**config.mk**
```make
export PLATFORM = sky130hd
export DESIGN_NAME = line_rasterizer_tiled_unit
export DESIGN_NICKNAME = d
export VERILOG_FILES = /design/src/sv/ltr_pkg.sv /design/src/sv/ltr_fifo.sv /design/src/sv/ltr_front.sv /design/src/sv/ltr_back.sv /design/src/sv/line_rasterizer_tiled_unit.sv
export SDC_FILE = /design/constraint.sdc
export NUM_CORES = 1
export LEC_CHECK = 0
export ABC_AREA = 1
export BUFFER_PORTS_ARGS = -buffer_cell sky130_fd_sc_hd__buf_4
export CAP_MARGIN = 20
export CORE_UTILIZATION = 48
export DETAILED_ROUTE_END_ITERATION = 8
export SLEW_MARGIN = 30
export SYNTH_ARGS = -nofsm -noshare
export SYNTH_HDL_FRONTEND = slang
export SYNTH_HIERARCHICAL = 1
export SYNTH_SLANG_ARGS = --single-unit
```
**constraint.sdc**
```tcl
create_clock -name clk -period 6.4 [get_ports clk]
set_input_delay 0.64 -clock clk [delete_from_list [all_inputs] [get_ports clk]]
set_output_delay 0.64 -clock clk [all_outputs]
set_load 0.01 [all_outputs]
```
**src/sv/ltr_pkg.sv**
```systemverilog
// Shared types and constants for the tiled line rasterizer.
`default_nettype none

package ltr_pkg;

  localparam int ADDR_W        = 16;  // byte address width
  localparam int TILE_SHIFT    = 5;   // 32 bytes per tile
  localparam int TILE_PX_SHIFT = 3;   // 8 pixels per tile side
  localparam int STRIDE_W      = ADDR_W - TILE_SHIFT;
  localparam int TW_W          = 6;
  localparam int PEN_W         = 4;
  localparam int COORD_IN_W    = 8;

  localparam logic [TW_W-1:0] TW_RESET = 6'd1;

  typedef enum logic {
    OP_LOAD = 1'b0,
    OP_STEP = 1'b1
  } opcode_t;

  typedef struct packed {
    logic [ADDR_W-1:0] addr;
    logic              high_nibble;
    logic [PEN_W-1:0]  color;
    logic              last;
  } res_t;

  // Width of a decoded command for a given coordinate width:
  // op, pen, x1, y1, x2, y2, dx, dy, step_left, step_up, err, drawing
  function automatic int cmd_bits(input int cb);
    return 1 + PEN_W + 6 * cb + 2 + (cb + 2) + 1;
  endfunction

endpackage

`default_nettype wire

```
**src/sv/ltr_fifo.sv**
```systemverilog
// Two-entry register queue used between the stages and at the output.
`default_nettype none

module ltr_fifo #(
  parameter int WIDTH = 8
) (
  input  logic             clk,
  input  logic             rst,
  input  logic             push,
  input  logic [WIDTH-1:0] wr_data,
  output logic             full,
  input  logic             pop,
  output logic [WIDTH-1:0] rd_data,
  output logic             empty
);

  logic [WIDTH-1:0] mem [2];
  logic             wr_ptr;
  logic             rd_ptr;
  logic [1:0]       count;
  logic             do_push;
  logic             do_pop;

  assign full    = (count == 2'd2);
  assign empty   = (count == 2'd0);
  assign do_push = push && !full;
  assign do_pop  = pop && !empty;
  assign rd_data = mem[rd_ptr];

  always_ff @(posedge clk) begin
    if (do_push) begin
      mem[wr_ptr] <= wr_data;
    end
  end

  always_ff @(posedge clk) begin
    if (rst) begin
      wr_ptr <= 1'b0;
      rd_ptr <= 1'b0;
      count  <= 2'd0;
    end else begin
      if (do_push) begin
        wr_ptr <= !wr_ptr;
      end
      if (do_pop) begin
        rd_ptr <= !rd_ptr;
      end
      case ({do_push, do_pop})
        2'b10:   count <= count + 2'd1;
        2'b01:   count <= count - 2'd1;
        default: count <= count;
      endcase
    end
  end

endmodule

`default_nettype wire

```
**src/sv/ltr_front.sv**
```systemverilog
// Front end: takes input items and decodes loads into ready-to-run commands.
`default_nettype none

module ltr_front #(
  parameter int COORD_BITS = 8
) (
  input  logic                                   push,
  output logic                                   full,
  input  logic                                   opcode,
  input  logic [ltr_pkg::COORD_IN_W-1:0]         start_x,
  input  logic [ltr_pkg::COORD_IN_W-1:0]         start_y,
  input  logic [ltr_pkg::COORD_IN_W-1:0]         stop_x,
  input  logic [ltr_pkg::COORD_IN_W-1:0]         stop_y,
  input  logic [ltr_pkg::PEN_W-1:0]              pen_in,
  output logic                                   cmd_push,
  output logic [ltr_pkg::cmd_bits(COORD_BITS)-1:0] cmd,
  input  logic                                   cmd_full
);

  import ltr_pkg::*;

  localparam int CB    = COORD_BITS;
  localparam int ERR_W = COORD_BITS + 2;

  typedef struct packed {
    opcode_t                  op;
    logic [PEN_W-1:0]         pen;
    logic [CB-1:0]            x1;
    logic [CB-1:0]            y1;
    logic [CB-1:0]            x2;
    logic [CB-1:0]            y2;
    logic [CB-1:0]            dx;
    logic [CB-1:0]            dy;
    logic                     step_left;
    logic                     step_up;
    logic signed [ERR_W-1:0]  err;
    logic                     drawing;
  } cmd_t;

  cmd_t          c;
  logic [CB-1:0] x1, y1, x2, y2;

  assign x1 = CB'(start_x);
  assign y1 = CB'(start_y);
  assign x2 = CB'(stop_x);
  assign y2 = CB'(stop_y);

  always_comb begin
    c.op        = opcode_t'(opcode);
    c.pen       = pen_in;
    c.x1        = x1;
    c.y1        = y1;
    c.x2        = x2;
    c.y2        = y2;
    c.dx        = (x2 >= x1) ? x2 - x1 : x1 - x2;
    c.dy        = (y2 >= y1) ? y2 - y1 : y1 - y2;
    c.step_left = (x1 >= x2);
    c.step_up   = (y1 >= y2);
    c.err       = $signed({2'b00, c.dx}) - $signed({2'b00, c.dy});
    // start == stop: nothing to draw
    c.drawing   = !((x1 == x2) && (y1 == y2));
  end

  assign full     = cmd_full;
  assign cmd_push = push && !cmd_full;
  assign cmd      = c;

endmodule

`default_nettype wire

```
**src/sv/ltr_back.sv**
```systemverilog
// Back end: line state, one Bresenham step and one tiled address per cycle while not stalled.
`default_nettype none

module ltr_back #(
  parameter int COORD_BITS = 8
) (
  input  logic                                     clk,
  input  logic                                     rst,
  input  logic                                     cfg_write,
  input  logic [ltr_pkg::TW_W-1:0]                 cfg_data,
  input  logic [ltr_pkg::cmd_bits(COORD_BITS)-1:0] cmd,
  input  logic                                     cmd_empty,
  output logic                                     cmd_pop,
  input  logic                                     out_full,
  output logic                                     res_push,
  output ltr_pkg::res_t                            res
);

  import ltr_pkg::*;

  localparam int CB    = COORD_BITS;
  localparam int ERR_W = COORD_BITS + 2;

  typedef struct packed {
    opcode_t                  op;
    logic [PEN_W-1:0]         pen;
    logic [CB-1:0]            x1;
    logic [CB-1:0]            y1;
    logic [CB-1:0]            x2;
    logic [CB-1:0]            y2;
    logic [CB-1:0]            dx;
    logic [CB-1:0]            dy;
    logic                     step_left;
    logic                     step_up;
    logic signed [ERR_W-1:0]  err;
    logic                     drawing;
  } cmd_t;

  cmd_t c;
  assign c = cmd;

  logic [TW_W-1:0]         tiles_wide;
  logic [CB-1:0]           cur_x, cur_y, goal_x, goal_y, delta_x, delta_y;
  logic signed [ERR_W-1:0] error_term;
  logic                    step_left, step_up, drawing;
  logic [PEN_W-1:0]        pen_color;

  logic                    go;
  logic                    do_step;
  logic signed [ERR_W:0]   e2, dx_s, dy_s, err_wide;
  logic                    move_x, move_y;
  logic [CB-1:0]           cur_x_next, cur_y_next;
  logic                    hit;
  logic [STRIDE_W-1:0]     twm1, row_mul;
  logic [ADDR_W-1:0]       addr;

  assign go       = !cmd_empty && !out_full;
  assign cmd_pop  = go;
  assign do_step  = go && (c.op == OP_STEP) && drawing;
  assign res_push = do_step;

  // Bresenham step, both tests on the old error
  always_comb begin
    e2       = {error_term, 1'b0};
    dx_s     = $signed({3'b000, delta_x});
    dy_s     = $signed({3'b000, delta_y});
    move_x   = (e2 > -dy_s);
    move_y   = (e2 < dx_s);
    err_wide = {error_term[ERR_W-1], error_term};
    if (move_x) begin
      err_wide = err_wide - dy_s;
    end
    if (move_y) begin
      err_wide = err_wide + dx_s;
    end
    cur_x_next = cur_x;
    cur_y_next = cur_y;
    if (move_x) begin
      cur_x_next = step_left ? cur_x - CB'(1) : cur_x + CB'(1);
    end
    if (move_y) begin
      cur_y_next = step_up ? cur_y - CB'(1) : cur_y + CB'(1);
    end
    hit = (cur_x_next == goal_x) && (cur_y_next == goal_y);
  end

  // Tile-row stride: (tiles_wide-1) wraps, only its low bits survive the *32
  always_comb begin
    twm1    = STRIDE_W'(tiles_wide) - STRIDE_W'(1);
    row_mul = STRIDE_W'(STRIDE_W'(cur_y >> TILE_PX_SHIFT) * twm1);
    addr    = ADDR_W'({cur_x >> TILE_PX_SHIFT, {TILE_SHIFT{1'b0}}})
            + ADDR_W'(cur_x[TILE_PX_SHIFT-1:1])
            + ADDR_W'({cur_y, 2'b00})
            + {row_mul, {TILE_SHIFT{1'b0}}};
  end

  always_comb begin
    res.addr        = addr;
    res.high_nibble = cur_x[0];
    res.color       = pen_color;
    res.last        = hit;
  end

  always_ff @(posedge clk) begin
    if (rst) begin
      tiles_wide <= TW_RESET;
      cur_x      <= '0;
      cur_y      <= '0;
      goal_x     <= '0;
      goal_y     <= '0;
      delta_x    <= '0;
      delta_y    <= '0;
      error_term <= '0;
      step_left  <= 1'b0;
      step_up    <= 1'b0;
      pen_color  <= '0;
      drawing    <= 1'b0;
    end else begin
      if (cfg_write) begin
        tiles_wide <= cfg_data;
      end
      if (go && (c.op == OP_LOAD)) begin
        cur_x      <= c.x1;
        cur_y      <= c.y1;
        goal_x     <= c.x2;
        goal_y     <= c.y2;
        delta_x    <= c.dx;
        delta_y    <= c.dy;
        error_term <= c.err;
        step_left  <= c.step_left;
        step_up    <= c.step_up;
        pen_color  <= c.pen;
        drawing    <= c.drawing;
      end else if (do_step) begin
        cur_x      <= cur_x_next;
        cur_y      <= cur_y_next;
        error_term <= err_wide[ERR_W-1:0];
        drawing    <= !hit;
      end
    end
  end

endmodule

`default_nettype wire

```
**src/sv/line_rasterizer_tiled_unit.sv**
```systemverilog
// Top level of the tiled line rasterizer.
// Draws Bresenham lines as nibble writes into a 4-bit-per-pixel bitmap of
// 8x8 tiles (32 bytes each). A load item (opcode 0) sets the endpoints and
// the color and gives no result; each step item (opcode 1) gives one pixel
// write while a line is active, with last_pixel set on the final one. The
// stop point is never drawn. Sustained rate is one item per clock while the
// result side is popped; the back end does one Bresenham update and one
// address sum per cycle, which sets that figure. A step item passes the
// command queue, then the back end writes its pixel into the result queue,
// from which it is popped. tiles_wide may only be changed while no line
// work is pending.
`default_nettype none

module line_rasterizer_tiled_unit #(
  parameter int COORD_BITS = 8
) (
  input  logic                           clk,
  input  logic                           rst,
  input  logic                           cfg_write,
  input  logic [ltr_pkg::TW_W-1:0]       cfg_data,
  input  logic                           push,
  output logic                           full,
  input  logic                           opcode,
  input  logic [ltr_pkg::COORD_IN_W-1:0] start_x,
  input  logic [ltr_pkg::COORD_IN_W-1:0] start_y,
  input  logic [ltr_pkg::COORD_IN_W-1:0] stop_x,
  input  logic [ltr_pkg::COORD_IN_W-1:0] stop_y,
  input  logic [ltr_pkg::PEN_W-1:0]      pen_in,
  output logic                           empty,
  input  logic                           pop,
  output logic [ltr_pkg::ADDR_W-1:0]     byte_address,
  output logic                           high_nibble,
  output logic [ltr_pkg::PEN_W-1:0]      pixel_color,
  output logic                           last_pixel
);

  import ltr_pkg::*;

  localparam int CMD_W = cmd_bits(COORD_BITS);
  localparam int RES_W = $bits(res_t);

  logic             cmd_push, cmd_full, cmd_pop, cmd_empty;
  logic [CMD_W-1:0] cmd_in, cmd_out;
  logic             res_push, out_full;
  res_t             res_in, res_out;
  logic [RES_W-1:0] res_out_bits;

  ltr_front #(.COORD_BITS(COORD_BITS)) u_front (
    .push     (push),
    .full     (full),
    .opcode   (opcode),
    .start_x  (start_x),
    .start_y  (start_y),
    .stop_x   (stop_x),
    .stop_y   (stop_y),
    .pen_in   (pen_in),
    .cmd_push (cmd_push),
    .cmd      (cmd_in),
    .cmd_full (cmd_full)
  );

  ltr_fifo #(.WIDTH(CMD_W)) u_cmd_q (
    .clk     (clk),
    .rst     (rst),
    .push    (cmd_push),
    .wr_data (cmd_in),
    .full    (cmd_full),
    .pop     (cmd_pop),
    .rd_data (cmd_out),
    .empty   (cmd_empty)
  );

  ltr_back #(.COORD_BITS(COORD_BITS)) u_back (
    .clk       (clk),
    .rst       (rst),
    .cfg_write (cfg_write),
    .cfg_data  (cfg_data),
    .cmd       (cmd_out),
    .cmd_empty (cmd_empty),
    .cmd_pop   (cmd_pop),
    .out_full  (out_full),
    .res_push  (res_push),
    .res       (res_in)
  );

  ltr_fifo #(.WIDTH(RES_W)) u_res_q (
    .clk     (clk),
    .rst     (rst),
    .push    (res_push),
    .wr_data (res_in),
    .full    (out_full),
    .pop     (pop),
    .rd_data (res_out_bits),
    .empty   (empty)
  );

  assign res_out      = res_out_bits;
  assign byte_address = res_out.addr;
  assign high_nibble  = res_out.high_nibble;
  assign pixel_color  = res_out.color;
  assign last_pixel   = res_out.last;

endmodule

`default_nettype wire

```
==> summary.md <==
| Metric | Value |
|---|---|
| Worst r2r src | u_back/delta_y[0] |
| Clock Sinks | 257 |
| CTS tree | done |
| Die footprint | 34490 um2 |
| Buf/Inv on CP | 5 |
| Syn Nets | 1931 |
| Bufs on Longest Clock Path | 3 |
| Worst path slowest cell | o311ai_0 |
| Flop-to-flop setup slack | 1.06 ns |
| Flip-flop and latch count after synthesis | 257 |
| Final TNS setup | 0 ns |
| Mean Syn Cell Area | 9.322 um2 |
| Seq/Total Area, Yosys | 0.4263 |
| Die span in x | 185.7 um |
| Root buf cell | clkbuf_16 |
| Max_slew headroom | 0.3517 |
| Global-route wire length before repair | 56220 um |
| Status | finished clean |
| Sequential cell area | 6912 um2 |
| Delay-heaviest family, CP | simple AND/OR/NAND/NOR gates |
| Final std cells w/o fill | 2227 |
| Drt drc | 0 |
| Worst Tran Pin Value | 0.9623 ns |
| RSZ-0062 raised after global routing | false |
| Ys flop type | edfxtp_1 |
| H-tree depth | 1 |
| Peak supply drop | 0.3161 mV |
| Worst-path clk slew | 0.06 ns |
| Post-CTS Hold Buffers | 0 |
| Worst skew pair latency | 0.56 ns |
| Routed WL per cell | 15.79 um |
| Final ANT Viol Nets | 0 |
| Hold Fails Final Rpt | 0 |
| DR pass1 iterations | 5 |
| Setup bufs post-CTS | 0 |
| Final setup vio count | 0 |
| CTS Buf Count | 29 |
| Worst Setup EP | u_back/error_term[9] |
| Fill count | 3071 |
| Start point of the critical path | u_back/delta_y[0] |
| Pleak | 7.869 nW |
| Slew Limit Fails | 0 |
| Max Cap Viol | 0 |
| R2R cell count | 27 |
| Diodes inserted | 0 |
| PD cells | 519.8 nW/um2 |
| WHS Path Cells | 1 |
| Routed vias | 11.31k |
| Area taken by multi-input logic gates | 7710 um2 |
| Share of post-route cells with drive strength above 1 | 0.1580 |
| Worst setup SP type | flip-flop |
| Initial antenna violation count | 0 |
| Post-Syn Area | 16200 um2 |
| Starting density of the core | 0.4930 |
| Crit path arrival time | 5.75 ns |
| Number of DRC markers in iteration 0 | 606 |
| Die H | 185.7 um |
| Crit end category | flip-flop |
| Gpl congestion | 0.9036 |
| Required time of the worst setup path | 6.81 ns |
| Total grt overflow | 0 |
| Number of global-route vias before repair | 10.83k |
| Gr usage total | 0.2090 |
| Ys Warns | 6 |
| Setup Skew | 0.01973 ns |
| Cells after Synth | 1738 |
| Dpl hpwl | 26090 um |
| Asr flop ratio synth | 0 |
| Ports | 72 |
| Port bufs | 71 |
| WS Path Type | reg -> reg |
| Final Cycle Share | 0.8344 |
| Nets@finish | 1956 |
| CTS resizes | 0 |
| Vias/cell | 5.076 |
| Area Overhead vs Synth | 9.561% |
| EDFF count, synth | 176 |
| WP depth | 27 |
| CP Max Fanout | 20 |
| Worst R2R End | u_back/error_term[9] |
| Core area | 32870 um2 |
| Hold Crit Class | in -> reg |
| # rows | 66 |
| Crit path top cell by count | nand2_1 |
| Post-synthesis cell type count | 55 |
| Placed insts | 2174 |
| Wire length after detailed routing | 35160 um |
| Final Critical Period | 5.340 ns |
| Pin count of the biggest net entering global routing | 68 |
| Crit path largest cell delay | 0.56 ns |
| Fmax | 0.1873 GHz |
-- layout make-up --
cell class              count  area share
clock inverters            22     0.01290
inverters                 272     0.05752
clock buffers              31     0.04131
repair buffers             79     0.03341
flip-flops and latches    257      0.3894
well taps                 442     0.03116
multi-input cells        1124      0.4343
-- synthesized netlist by cell type, drive strengths merged, types with 2 or more instances --
library cell	number	share of area
nand2	326	0.080
inv	270	0.063
edfxtp	176	0.33
nor2	141	0.037
ha	111	0.086
a21oi	104	0.033
o21ai	90	0.029
mux2	88	0.070
dfxtp	81	0.10
nand3	80	0.027
buf	66	0.032
xor2	44	0.024
fa	34	0.042
a31oi	20	0.0077
clkbuf	19	0.0044
xnor2	18	0.0097
nand4	15	0.0067
nor3	11	0.0034
or2	7	0.0027
nand3b	6	0.0028
o21bai	5	0.0023
o211ai	4	0.0019
a21o	2	0.00093
and2	2	0.00077
clkinv	2	0.00046
o2111ai	2	0.0011
o21a	2	0.00093
o221ai	2	0.0011
o22ai	2	0.00077
-- cells by family after synthesis --
| family | after synthesis | synth area share |
|---|---|---|
| multiplexers | 88 | 0.07043 |
| flip-flops | 257 | 0.4263 |
| AND/OR/NAND/NOR | 589 | 0.1609 |
| XOR/XNOR | 62 | 0.03352 |
| AO/OA/AOI/OAI | 240 | 0.08225 |
| buffers and inverters | 357 | 0.09893 |
| adder cells (fa/ha/maj) | 145 | 0.1277 |
-- cells in the final DEF (no fill, tap or decap), types with 3 or more instances in the layout --
cell type   synthesis  final
buf_4              49     79
o21ai_2             4      4
nand3_1            72     72
o21ai_1             4      4
nand2_1           304    303
o211ai_1            4      4
o21ai_0            82     82
clkinvlp_4          0      4
clkbuf_16           0     29
nor3_1             11     11
o21bai_1            5      5
nand4_1            14     14
nand3b_1            6      6
inv_2               7      8
xor2_1             44     44
nor2_4              6      8
nor2_1            128    126
dfxtp_1            81     79
clkinv_1            2      7
xnor2_1            18     18
ha_1              111    111
fa_1               34     34
clkinv_2            0      5
a21oi_1           102    102
or2_2               4      4
a31oi_1            20     20
bufinv_16           0      4
nand3_2             8      8
clkinv_4            0      3
mux2_4             40     40
nand2_2            20     21
edfxtp_1          176    176
inv_1             263    262
mux2_2             48     48
nor2_2              6      6
-- state kept, by name, indices dropped and copies added (netlist names), 4 cells and up, named ones only --
name / cells
u_back/error_term: 10
u_back/pen_color: 4
u_back/delta_x: 8
u_back/tiles_wide: 6
u_back/delta_y: 8
u_back/cur_y: 8
u_back/goal_y: 8
u_back/goal_x: 8
u_back/cur_x: 8
u_res_q/mem: 44
u_cmd_q/mem: 132
-- per-stage QoR --
stage	hold slack, ns	util	setup WS, ns	area [um2]	power [mW]
6_report	0.2651	0.5401	1.060	17750	9.226
2_1_floorplan	0.4263	-	1.464	16200	6.523
4_1_cts	0.2392	0.5401	1.114	17750	9.290
3_5_place_dp	0.4635	0.5108	1.121	16790	7.582
5_1_grt	0.2394	0.5401	0.5580	17750	10.03
3_3_place_gp	0.4584	0.5106	1.262	16780	7.502
-- worst min path at each step --
stage	to	start
finish	u_cmd_q/mem[0][61]	pen_in[0]
floorplan	u_res_q/mem[0][1]	u_back/pen_color[0]
detailed placement	u_back/goal_y[3]	u_back/goal_y[3]
global route	u_cmd_q/mem[0][61]	pen_in[0]
global placement	u_back/goal_y[0]	u_back/goal_y[0]
CTS	u_cmd_q/mem[1][61]	pen_in[0]
-- worst reg2reg max path, cell delays in order (launching register included) --
cell,delay (ns)
dfxtp_1,0.32
inv_1,0.17
ha_1,0.22
nand3_1,0.12
nor3_1,0.33
nand2_1,0.12
nor2_1,0.12
ha_1,0.28
nand2_1,0.10
inv_2,0.05
a21oi_1,0.26
nand3_2,0.12
nand2_1,0.08
nand3_2,0.49
inv_1,0.46
o21ai_0,0.13
o21ai_0,0.12
inv_1,0.08
ha_1,0.30
inv_1,0.07
o311ai_0,0.56
a21o_1,0.19
nand3_1,0.08
nand2_1,0.06
o21ai_1,0.07
or2_1,0.21
nand2_1,0.06
a21oi_1,0.05
-- layer usage --
layer / share of wire / vias up / global-route usage
met5: 0 / - / 0
met4: 0.028 / 0 / 0.07016
met3: 0.041 / 51 / 0.02524
met2: 0.44 / 237 / 0.3287
met1: 0.49 / 5262 / 0.2977
li1: - / 5755 / -
-- report_power, final --
group	total, mW	switching, mW	internal [mW]	leakage (nW)
sequential	2.63	0.304	2.33	2.30
clock	1.66	0.671	0.991	0.461
combinational	4.94	3.13	1.80	5.11
Note: power is estimated with default switching activity, not from simulation.
